$ cat src/rtl/imu_sample_calibrator_unit_macros.svh
// Assertion macros used by the calibrator top module.
// No dependencies.
`ifndef IMU_SAMPLE_CALIBRATOR_UNIT_MACROS_SVH
`define IMU_SAMPLE_CALIBRATOR_UNIT_MACROS_SVH
// Implication checked on every rising clock edge outside reset.
`define ISC_ASSERT_IMP(label, clk, rst_n, ante, cons) \
    label: assert property (@(posedge clk) disable iff (!rst_n) (ante) |-> (cons)) \
        else $error("assertion failed");
// Next-cycle implication checked outside reset.
`define ISC_ASSERT_NEXT(label, clk, rst_n, ante, cons) \
    label: assert property (@(posedge clk) disable iff (!rst_n) (ante) |=> (cons)) \
        else $error("assertion failed");
`endif

$ cat src/rtl/isc_ram.sv
// Generic single-port-write, single-port-read RAM with registered read.
// No dependencies.
module isc_ram #(
    parameter int WIDTH = 32,
    parameter int DEPTH = 48
) (
    input  logic                     i_clk,
    input  logic                     i_we,
    input  logic [$clog2(DEPTH)-1:0] i_waddr,
    input  logic [WIDTH-1:0]         i_wdata,
    input  logic [$clog2(DEPTH)-1:0] i_raddr,
    output logic [WIDTH-1:0]         o_rdata
);
    logic [WIDTH-1:0] r_mem [DEPTH];

    always_ff @(posedge i_clk) begin
        if (i_we) begin
            r_mem[i_waddr] <= i_wdata;
        end
        o_rdata <= r_mem[i_raddr];
    end
endmodule

$ cat config.mk
export PLATFORM = sky130hd
export DESIGN_NAME = isc_ram
export DESIGN_NICKNAME = d
export VERILOG_FILES = /design/src/rtl/imu_sample_calibrator_unit_macros.svh /design/src/rtl/isc_ram.sv
export SDC_FILE = /design/constraint.sdc
export NUM_CORES = 1
export LEC_CHECK = 0
export ABC_AREA = 1
export BUFFER_PORTS_ARGS = -buffer_cell sky130_fd_sc_hd__buf_4
export CAP_MARGIN = 20
export CORE_ASPECT_RATIO = 0.5
export CORE_UTILIZATION = 40
export DETAILED_ROUTE_END_ITERATION = 10
export PLACE_DENSITY = 0.54
export SLEW_MARGIN = 20
export SYNTH_ARGS = -nofsm -noshare
export SYNTH_HDL_FRONTEND = slang
export SYNTH_SLANG_ARGS = --single-unit
$ cat constraint.sdc
create_clock -name i_clk -period 5.9 [get_ports i_clk]
set_input_delay 1.18 -clock i_clk [delete_from_list [all_inputs] [get_ports i_clk]]
set_output_delay 1.18 -clock i_clk [all_outputs]
set_load 0.02 [all_outputs]
==> summary.md <==
| Metric | Value |
|---|---|
| Status | `complete, no violations` |
| Post-layout util | `0.4574` |
| DP Wirelength | `95,830 µm` |
| H-tree Lvls | `4` |
| DRT Pass-1 Iters | `8` |
| CTS tree | `built` |
| Congestion Overflow GR | `0` |
| Post-synth cell types | `18` |
| Dpl cell area | `65,140 µm²` |
| Clock Path Buffers | `3` |
| Final setup fails | `0` |
| Pin count of the biggest net entering global routing | `173` |
| # resized after CTS | `0` |
| Vias in the first global route | `38,120` |
| CTS Hold Bufs | `0` |
| Gpl congestion | `0.8272` |
| P&R area growth vs syn | `12.60%` |
| Period minus WS final | `3.422 ns` |
| Clock Tree Root | `clkbuf_16` |
| First-pass GRT wire length | `261,300 µm` |
| Worst-path cell chain | `buf_8 -> inv_8 -> buf_12 -> buf_4 -> nand2_1 -> nand3_1 -> nand3_1 -> nand2_1 -> nand2_1 -> nand3_1 -> nand3_1 -> nand2_1` |
| Final hold vios | `0` |
| Clock Power Share | `0.409` |
| Crit-path slowest cell | `inv_8` |
| Die W | `559.3 µm` |
| Synth Register Bits | `1,568` |
| Static leakage | `23.92 nW` |
| Max stage delay on crit path | `0.58 ns` |
| Die ar. | `157,000 µm²` |
| Ratio of final minimum period to clock period | `0.5800` |
| Drt wl/cell | `24.83 µm` |
| Initial antenna violation count | `5` |
| Syn Std Cell Area | `62,110 µm²` |
| Post-Syn Instances | `5,064` |
| Place WS | `1.849 ns` |
| Switch Pwr | `5.248 mW` |
| Multi-input gate area in the final layout | `14,140 µm²` |
| Yosys warns | `0` |
| Internal Power | `18.13 mW` |
| Maximum vdd drop | `0.3048 mV` |
| Final Worst Setup Slack | `2.478 ns` |
| Chip height | `280.6 µm` |
| Max Freq | `292.2 MHz` |
| Net Sw Frac | `0.2245` |
| Syn nets | `5,110` |
| Flop pwr share | `0.529` |
| Clk_lat worst skew | `0.77 ns` |
| Max-slew headroom | `0.2657` |
| Crit path launch type | `input port` |
| Comb pwr share | `0.062` |
| CTS Sinks | `1,568` |
| Post-Layout Cell Count | `7,231` |
| Worst path bufs/invs | `4` |
| Boundary Pins | `78` |
| Number of post-CTS setup repair buffers | `0` |
| Fill count | `13,680` |
| GR Util All Layers | `0.2276` |
| Number of buffers created by CTS | `147` |
| RSZ-0062 raised after global routing | `no` |
| IO Port Bufs | `77` |
| Critical path arrival | `4.13 ns` |
| Initial Util | `0.4062` |
| Flip-flop and latch area | `46,760 µm²` |
| Drc violations | `0` |
| Total power | `23.37 mW` |
| Cell family with most CP delay | `buffers and inverters` |
| Worst Path Max Fanout | `135` |
| Routed vias | `39,790` |
| Worst-Margin Slew | `1.101 ns` |
| Layout cell share with drive strength beyond 1 | `0.08185` |
| Final instance area | `69,940 µm²` |
| Nets@finish | `5,096` |
| FP Rows | `101` |
| Core area | `152,900 µm²` |
| Clock-pin slew on the worst setup and hold paths | `0.06 ns` |
| Worst hold margin | `0.7293 ns` |
| Maxcap violations | `0` |
| Seq/Total Area, Yosys | `0.7529` |
| Routed Antenna Nets | `0` |
| Hold WC Path Type | `flop to flop` |
| WL final | `179,500 µm` |
| Pwr/cell area | `334.2 nW/µm²` |
| Average via count per standard cell | `5.503` |
| Slew Viols, Final | `0` |
| Crit path capture type | `flop` |
| Setup TNS | `0 ns` |
| Setup CP Type | `input port to flop` |
| First DRT Iteration DRCs | `5,012` |
| Syn avg cell area | `12.27 µm²` |
| Worst clock skew | `0.02211 ns` |
| Worst EP required | `6.61 ns` |
| Cells after DPL | `6,961` |
## worst paths after layout
kind	startpoint	to	slack, ns	depth (start not counted)
min reg2reg	r_mem[45][12]	o_rdata[12]	0.73	6
max	i_raddr[0]	o_rdata[23]	2.48	12
max reg2reg	r_mem[19][28]	o_rdata[28]	4.08	8
min	r_mem[45][12]	o_rdata[12]	0.73	6
## cell usage in the layout (no fill, tap or decap), types with 48 or more instances in the layout
cell       count
buf_4        147
o211ai_1     128
o21ai_0      234
nand3_1      933
nor2_1       385
edfxtp_1    1536
nor2_4        48
clkbuf_16    159
nand2_1     1384
## tightest hold or removal path: stages (launching register included)
cell	delay, ns
edfxtp_1	0.32
o21ai_0	0.07
o211ai_1	0.08
nand3_1	0.08
nand2_1	0.07
nand2_1	0.04
nand2_1	0.05
## logic make-up (layout without fill, tap and decap cells)
group	count (synthesis)	after routing	synth area share
other cells	0	3	0
flops	1568	1568	0.7529
compound gates	384	384	0.03610
simple gates	2759	2759	0.1857
buf+inv	353	457	0.02526
## power groups by stage
stage,clock network (mW),logic (mW),registers (mW)
after CTS,9.66,1.45,12.4
final,9.55,1.46,12.4
after floorplan,0,0.743,12.6
after detailed placement,0,1.45,12.6
after global placement,0,1.43,12.6
after global routing,10.1,1.59,12.4
## state kept, by name, indices dropped and copies added, names as in the netlist
register	count
r_mem	1536
o_rdata	32
## area by class of cell
class / count / share of cell area
Clock buffer: 202 / 0.06063
Sequential cell: 1568 / 0.6687
Timing Repair Buffer: 170 / 0.02226
Clock inverter: 65 / 0.007818
Antenna cell: 3 / 0.0001073
Inverter: 20 / 0.001503
Multi-Input combinational cell: 3143 / 0.2022
Tap cell: 2060 / 0.03685
## synthesized netlist by cell type, drive strengths merged
| cell | count | area [µm²] |
|---|---|---|
| buf | 195 | 975.9 |
| clkbuf | 138 | 518.0 |
| clkinv | 1 | 3.750 |
| dfxtp | 32 | 640.6 |
| edfxtp | 1536 | 46120 |
| inv | 19 | 71.31 |
| nand2 | 1384 | 5195 |
| nand3 | 933 | 4669 |
| nand4 | 1 | 6.260 |
| nor2 | 433 | 1625 |
| nor3 | 8 | 40.04 |
| o211ai | 128 | 960.9 |
| o21ai | 256 | 1281 |
## layer usage
| layer | track usage | part of all wire | vias to the layer above |
|---|---|---|---|
| met5 | 0 | 0 | - |
| met2 | 0.3459 | 0.44 | 1546 |
| met4 | 0.05469 | 0.017 | 0 |
| li1 | - | - | 18030 |
| met3 | 0.04870 | 0.086 | 205 |
| met1 | 0.3331 | 0.45 | 20020 |
No activity file was read; power rests on OpenSTA's default activity.
