--- src/rtl/imu_sample_calibrator_unit_macros.svh ---
// Assertion macros used by the calibrator top module.
// No dependencies.
`ifndef IMU_SAMPLE_CALIBRATOR_UNIT_MACROS_SVH
`define IMU_SAMPLE_CALIBRATOR_UNIT_MACROS_SVH
// Implication checked on every rising clock edge outside reset.
`define ISC_ASSERT_IMP(label, clk, rst_n, ante, cons) \
    label: assert property (@(posedge clk) disable iff (!rst_n) (ante) |-> (cons)) \
        else $error("assertion failed");
// Next-cycle implication checked outside reset.
`define ISC_ASSERT_NEXT(label, clk, rst_n, ante, cons) \
    label: assert property (@(posedge clk) disable iff (!rst_n) (ante) |=> (cons)) \
        else $error("assertion failed");
`endif

--- src/rtl/isc_pkg.sv ---
// Package for the IMU sample calibrator: payload types, constants, helpers.
// No dependencies.
package isc_pkg;
    localparam int WarmupSamplesDef = 20;
    localparam int CoeffWidthDef = 32;
    localparam int TableDepth = 48;
    localparam int TableAw = 6;
    localparam logic [7:0] KindAccel = 8'd1;
    localparam logic [7:0] KindGyro = 8'd2;
    localparam logic [1:0] RegDrift = 2'd0;
    localparam logic [1:0] RegAssembly = 2'd1;
    localparam logic [1:0] RegPresent = 2'd2;

    typedef struct packed {
        logic               action;
        logic [7:0]         sensor_kind;
        logic signed [15:0] raw_temperature;
        logic signed [15:0] raw_axis_x;
        logic signed [15:0] raw_axis_y;
        logic signed [15:0] raw_axis_z;
        logic [31:0]        sample_time;
        logic [5:0]         coeff_index;
        logic signed [31:0] coeff_value;
    } t_in_item;

    typedef struct packed {
        logic               out_kind;
        logic signed [31:0] out_x;
        logic signed [31:0] out_y;
        logic signed [31:0] out_z;
        logic signed [31:0] out_temperature;
        logic [31:0]        out_time;
    } t_out_item;

    typedef enum logic [1:0] {
        LOP_DRIFT = 2'd0,
        LOP_MAT   = 2'd1,
        LOP_DOT   = 2'd2
    } t_lane_op;

    typedef struct packed {
        logic     start;
        t_lane_op op;
    } t_lane_ctl;

    function automatic logic signed [31:0] sat32(input logic signed [66:0] v);
        if (v > 67'sd2147483647) return 32'sh7fffffff;
        if (v < -67'sd2147483648) return 32'sh80000000;
        return v[31:0];
    endfunction
endpackage

--- src/rtl/isc_lane.sv ---
// One arithmetic lane: three-term multiply-accumulate, one term at a time, rounded and
// saturated; in drift mode the rounded sum is subtracted from the base. Depends on isc_pkg.
module isc_lane
    import isc_pkg::*;
(
    input  logic               i_clk,
    input  logic               i_rst_n,
    input  t_lane_ctl          i_ctl,
    input  logic signed [31:0] i_a0,
    input  logic signed [31:0] i_a1,
    input  logic signed [31:0] i_a2,
    input  logic signed [31:0] i_b0,
    input  logic signed [31:0] i_b1,
    input  logic signed [31:0] i_b2,
    input  logic signed [31:0] i_base,
    output logic               o_done,
    output logic signed [31:0] o_res
);
    logic [1:0]         r_step;
    logic               r_busy;
    t_lane_op           r_op;
    logic signed [31:0] r_a [3];
    logic signed [31:0] r_b [3];
    logic signed [31:0] r_base;
    logic signed [63:0] r_prod;
    logic signed [66:0] r_acc;
    logic               r_pv;
    logic [1:0]         r_pcnt;
    logic signed [31:0] r_res;
    logic               r_done;
    logic signed [66:0] n_term;
    logic signed [66:0] w_acc;
    logic signed [66:0] w_fin;

    always_comb begin
        if (r_op == LOP_DRIFT) begin
            n_term = 67'(r_prod);
        end else begin
            n_term = 67'(r_prod >>> 2);
        end
        w_acc = r_acc + n_term;
        if (r_op == LOP_DRIFT) begin
            w_fin = 67'(r_base) - ((w_acc + (67'sd1 <<< 23)) >>> 24);
        end else begin
            w_fin = (w_acc + (67'sd1 <<< 21)) >>> 22;
        end
    end

    always_ff @(posedge i_clk) begin
        if (!i_rst_n) begin
            r_busy <= 1'b0;
            r_pv   <= 1'b0;
            r_done <= 1'b0;
            r_step <= '0;
            r_pcnt <= '0;
        end else begin
            r_done <= 1'b0;
            if (i_ctl.start) begin
                r_busy <= 1'b1;
                r_step <= '0;
                r_pcnt <= '0;
                r_op   <= i_ctl.op;
                r_a[0] <= i_a0; r_a[1] <= i_a1; r_a[2] <= i_a2;
                r_b[0] <= i_b0; r_b[1] <= i_b1; r_b[2] <= i_b2;
                r_base <= i_base;
                r_acc  <= '0;
                r_pv   <= 1'b0;
            end else begin
                r_pv <= r_busy;
                if (r_busy) begin
                    r_prod <= r_a[r_step] * r_b[r_step];
                    if (r_step == 2'd2) begin
                        r_busy <= 1'b0;
                    end
                    r_step <= r_step + 2'd1;
                end
                if (r_pv) begin
                    r_acc  <= w_acc;
                    r_pcnt <= r_pcnt + 2'd1;
                    if (r_pcnt == 2'd2) begin
                        r_res  <= sat32(w_fin);
                        r_done <= 1'b1;
                    end
                end
            end
        end
    end

    assign o_done = r_done;
    assign o_res  = r_res;
endmodule

--- config.mk ---
export PLATFORM = sky130hd
export DESIGN_NAME = isc_lane
export DESIGN_NICKNAME = d
export VERILOG_FILES = /design/src/rtl/imu_sample_calibrator_unit_macros.svh /design/src/rtl/isc_pkg.sv /design/src/rtl/isc_lane.sv
export SDC_FILE = /design/constraint.sdc
export NUM_CORES = 2
export LEC_CHECK = 0
export BUFFER_PORTS_ARGS = -buffer_cell sky130_fd_sc_hd__buf_2
export CORE_ASPECT_RATIO = 1.4
export CORE_UTILIZATION = 40
export CTS_BUF_LIST = sky130_fd_sc_hd__clkbuf_4 sky130_fd_sc_hd__clkbuf_8 sky130_fd_sc_hd__clkbuf_16
export CTS_CLUSTER_DIAMETER = 30
export DETAILED_ROUTE_END_ITERATION = 7
export GPL_ROUTABILITY_DRIVEN = 0
export PLACE_DENSITY_LB_ADDON = 0.3
export SYNTH_ARGS = -nofsm -noshare
export SYNTH_HDL_FRONTEND = slang
export SYNTH_SLANG_ARGS = --single-unit
export TNS_END_PERCENT = 50
--- constraint.sdc ---
create_clock -name i_clk -period 10.2 [get_ports i_clk]
set_input_delay 0.51 -clock i_clk [delete_from_list [all_inputs] [get_ports i_clk]]
set_output_delay 0.51 -clock i_clk [all_outputs]
set_load 0.005 [all_outputs]
==> flow_summary.json <==
{
  "worst_path_most_repeated_cell": "fa_1",
  "vias": 47448,
  "hpwlAfterDp_mm": 153,
  "regArea_um2": 11900,
  "post_synth_edffs": 389,
  "tritoncts": "done",
  "synth-seq-area-share": 0.199,
  "slew_headroom": 0.279,
  "antenna_cells_inserted": 0,
  "critPathRequiredTime_ns": 10.63,
  "violations_in_the_final_reports": "DRC",
  "yosys_warnings": 0,
  "drc": 32,
  "clk_root_buffer_cell": "clkbuf_16",
  "fp.dieH_um": 459,
  "syn2layout_area_growth_pct": 17.9,
  "synth-seq-cells": 398,
  "cts_buffers": 91,
  "dr.first_iter.drc_count": 2886,
  "ant_nets": 0,
  "tightestPinTransition_ns": 1.08,
  "critical_path_class": "register to register",
  "worst_setup_path_start_kind": "register",
  "cp_data_arrival_time_ns": 10.23,
  "synthFlopType": "edfxtp_1",
  "fin_worst_skew_ns": 0.0446,
  "number_of_placement_rows": 167,
  "clock-sinks": 398,
  "route.final.wire_length_mm": 191,
  "start_util": 0.403,
  "postSynthAreaPerCell_um2": 9.33,
  "i_o_pin_cnt": 262,
  "buffer_ports.inserted": 261,
  "synth_area_um2": 59700,
  "hold_vio_cnt_final": 0,
  "maximum_number_of_pins_on_one_net_before_global_route_repair": 90,
  "timing.final.setup_violations": 0,
  "netlist.top_cell.by_area": "fa_1",
  "clk_path_buf_depth": 3,
  "fp.dieArea_um2": 151000,
  "drt-pass1-iter-count": 8,
  "grt_overflow_total": 0,
  "worstSkewPairLatency_ns": 0.70,
  "floorplan.die.width_um": 328,
  "slowest_delay_ns": 0.55,
  "first_global_vias": 50472,
  "hp-class": "input pin to register",
  "path_buf_inv": 9,
  "antenna_found_initial": 3,
  "grt_util_met2": 0.432,
  "detail_route.vias_per_cell": 5.28,
  "crit_slowest_cell": "fa_1",
  "setup_repair_after_global_routing_missed_its_margin": "false",
  "clock.fmax_mhz": 102,
  "timing_max_transition_violations_final": 0,
  "netlist-cell-type-count": 106,
  "cap_violations": 0,
  "timing.setup.tns_ns": 0,
  "top_usage_layer_grt": "met2",
  "grt_use_total": 0.256,
  "endpoint_kind": "register",
  "period_share": 0.961,
  "critical_path.top_delay_family": "adder cells",
  "layout_commonest_cell": "inv_1",
  "multi_input_area_um2": 42500,
  "finalCriticalPeriod_ns": 9.80,
  "synthCells": 6396,
  "ys_top_cells_by_area": "fa_1 36%, edfxtp_1 20%, inv_1 7.7%",
  "synthArstFlopShare": 0,
  "syn-num-nets": 8006,
  "grt_pass1_wl_mm": 294,
  "clock_tree.htree_level_count": 3,
  "design.final.nets": 8570,
  "critical_path_peak_fanout": 21,
  "routed_wire_length_per_instance_um": 21.2,
  "grtUsageMet1": 0.301,
  "run_status": "finished with violations",
  "core_area_um2": 148000,
  "cts.reportedPaths.clkPinSlew_ns": 0.05,
  "post_route_cells_drive_above_1_share": 0.118,
  "layout.cells.most_common_list": "1,216 x inv_1, 1,172 x nand2_1, 1,084 x fa_1",
  "fillCellCount": 13830,
  "synth_top_area_share": 0.364,
  "grt_use_met3": 0.0464
}
==> cells in the mapped netlist, types with 88 or more instances <==
| library cell | number |
|---|---|
| inv_1 | 1216 |
| nand2_1 | 1172 |
| fa_1 | 1084 |
| nor2_1 | 444 |
| edfxtp_1 | 389 |
| ha_1 | 297 |
| clkbuf_1 | 231 |
| a21oi_1 | 210 |
| xnor2_1 | 157 |
| o21ai_0 | 114 |
| a21o_1 | 88 |
==> flip-flops by register name, summed over array words and instances, names as in the netlist, named ones only <==
register	flops
r_busy	1
r_acc	67
r_step	2
r_pv	1
r_prod	64
r_base	32
r_a	96
r_op	2
o_res	32
o_done	1
r_pcnt	2
r_b	96
==> cells by family after synthesis <==
| family | after synthesis | share of synthesized area |
|---|---|---|
| AOI/OAI and AO/OA | 775 | 0.0864 |
| xor gates and xnor gates | 226 | 0.0336 |
| adders and majority gates | 1381 | 0.426 |
| buffers and inverters | 1490 | 0.0946 |
| DFF | 398 | 0.199 |
| muxes | 83 | 0.0140 |
| and+or+nand+nor | 2043 | 0.147 |
==> worst paths after layout <==
path	startpoint	to	slack, ns	cells after the start
min	i_b2[26]	r_b[2][26]	0.03	1
max	register	r_prod[62]	0.40	37
min reg2reg	r_pcnt[1]	r_pcnt[1]	0.50	2
max reg2reg	register	r_prod[62]	0.40	37
==> worst reg2reg max path: cells and delay by family, from the launching register on <==
family          cells  cell delay (ns)
mux                 1             0.13
fa+ha+maj           9             4.34
buf+inv             9             1.09
xor+xnor            1             0.15
compound gates     14             2.54
flops               1             0.47
simple gates        3             0.81
==> metrics by stage <==
stage          utilization  hold WS, ns  worst slack [ns]  cell area (µm²)  cells
2_1_floorplan            -        0.475             0.193            59700   6396
3_3_place_gp         0.438        0.483             0.345            64700   8590
3_5_place_dp         0.438        0.497             0.241            64700   8590
4_1_cts              0.474      0.00173             0.219            70200   8979
5_1_grt              0.475      0.00826           0.00210            70300   8981
6_report             0.475       0.0305             0.398            70300   8981
==> per-layer routing <==
layer,share of wire,vias up,wire (µm)
met3,0.072,545,13800
met5,0.00019,-,36
li1,-,21214,-
met2,0.48,2082,91000
met4,0.074,6,14100
met1,0.38,23601,71800
==> final cells by class <==
type | instances | share of cell area
clock buffer | 99 | 0.0335
multi-input combinational | 4508 | 0.605
tap | 1943 | 0.0346
clock inverter | 72 | 0.0127
inverter | 1217 | 0.0650
sequential | 398 | 0.169
timing repair buffer | 744 | 0.0809
==> repair_timing <==
item,CTS,global route
setup buffers,0,1
endpoints found under the hold margin,218,1
endpoints found under the setup margin,0,39
resized for setup,0,23
hold buffers,218,1
Power is not shown: default switching activity piles up to over one toggle a cycle in this logic, so the estimate is an artifact.
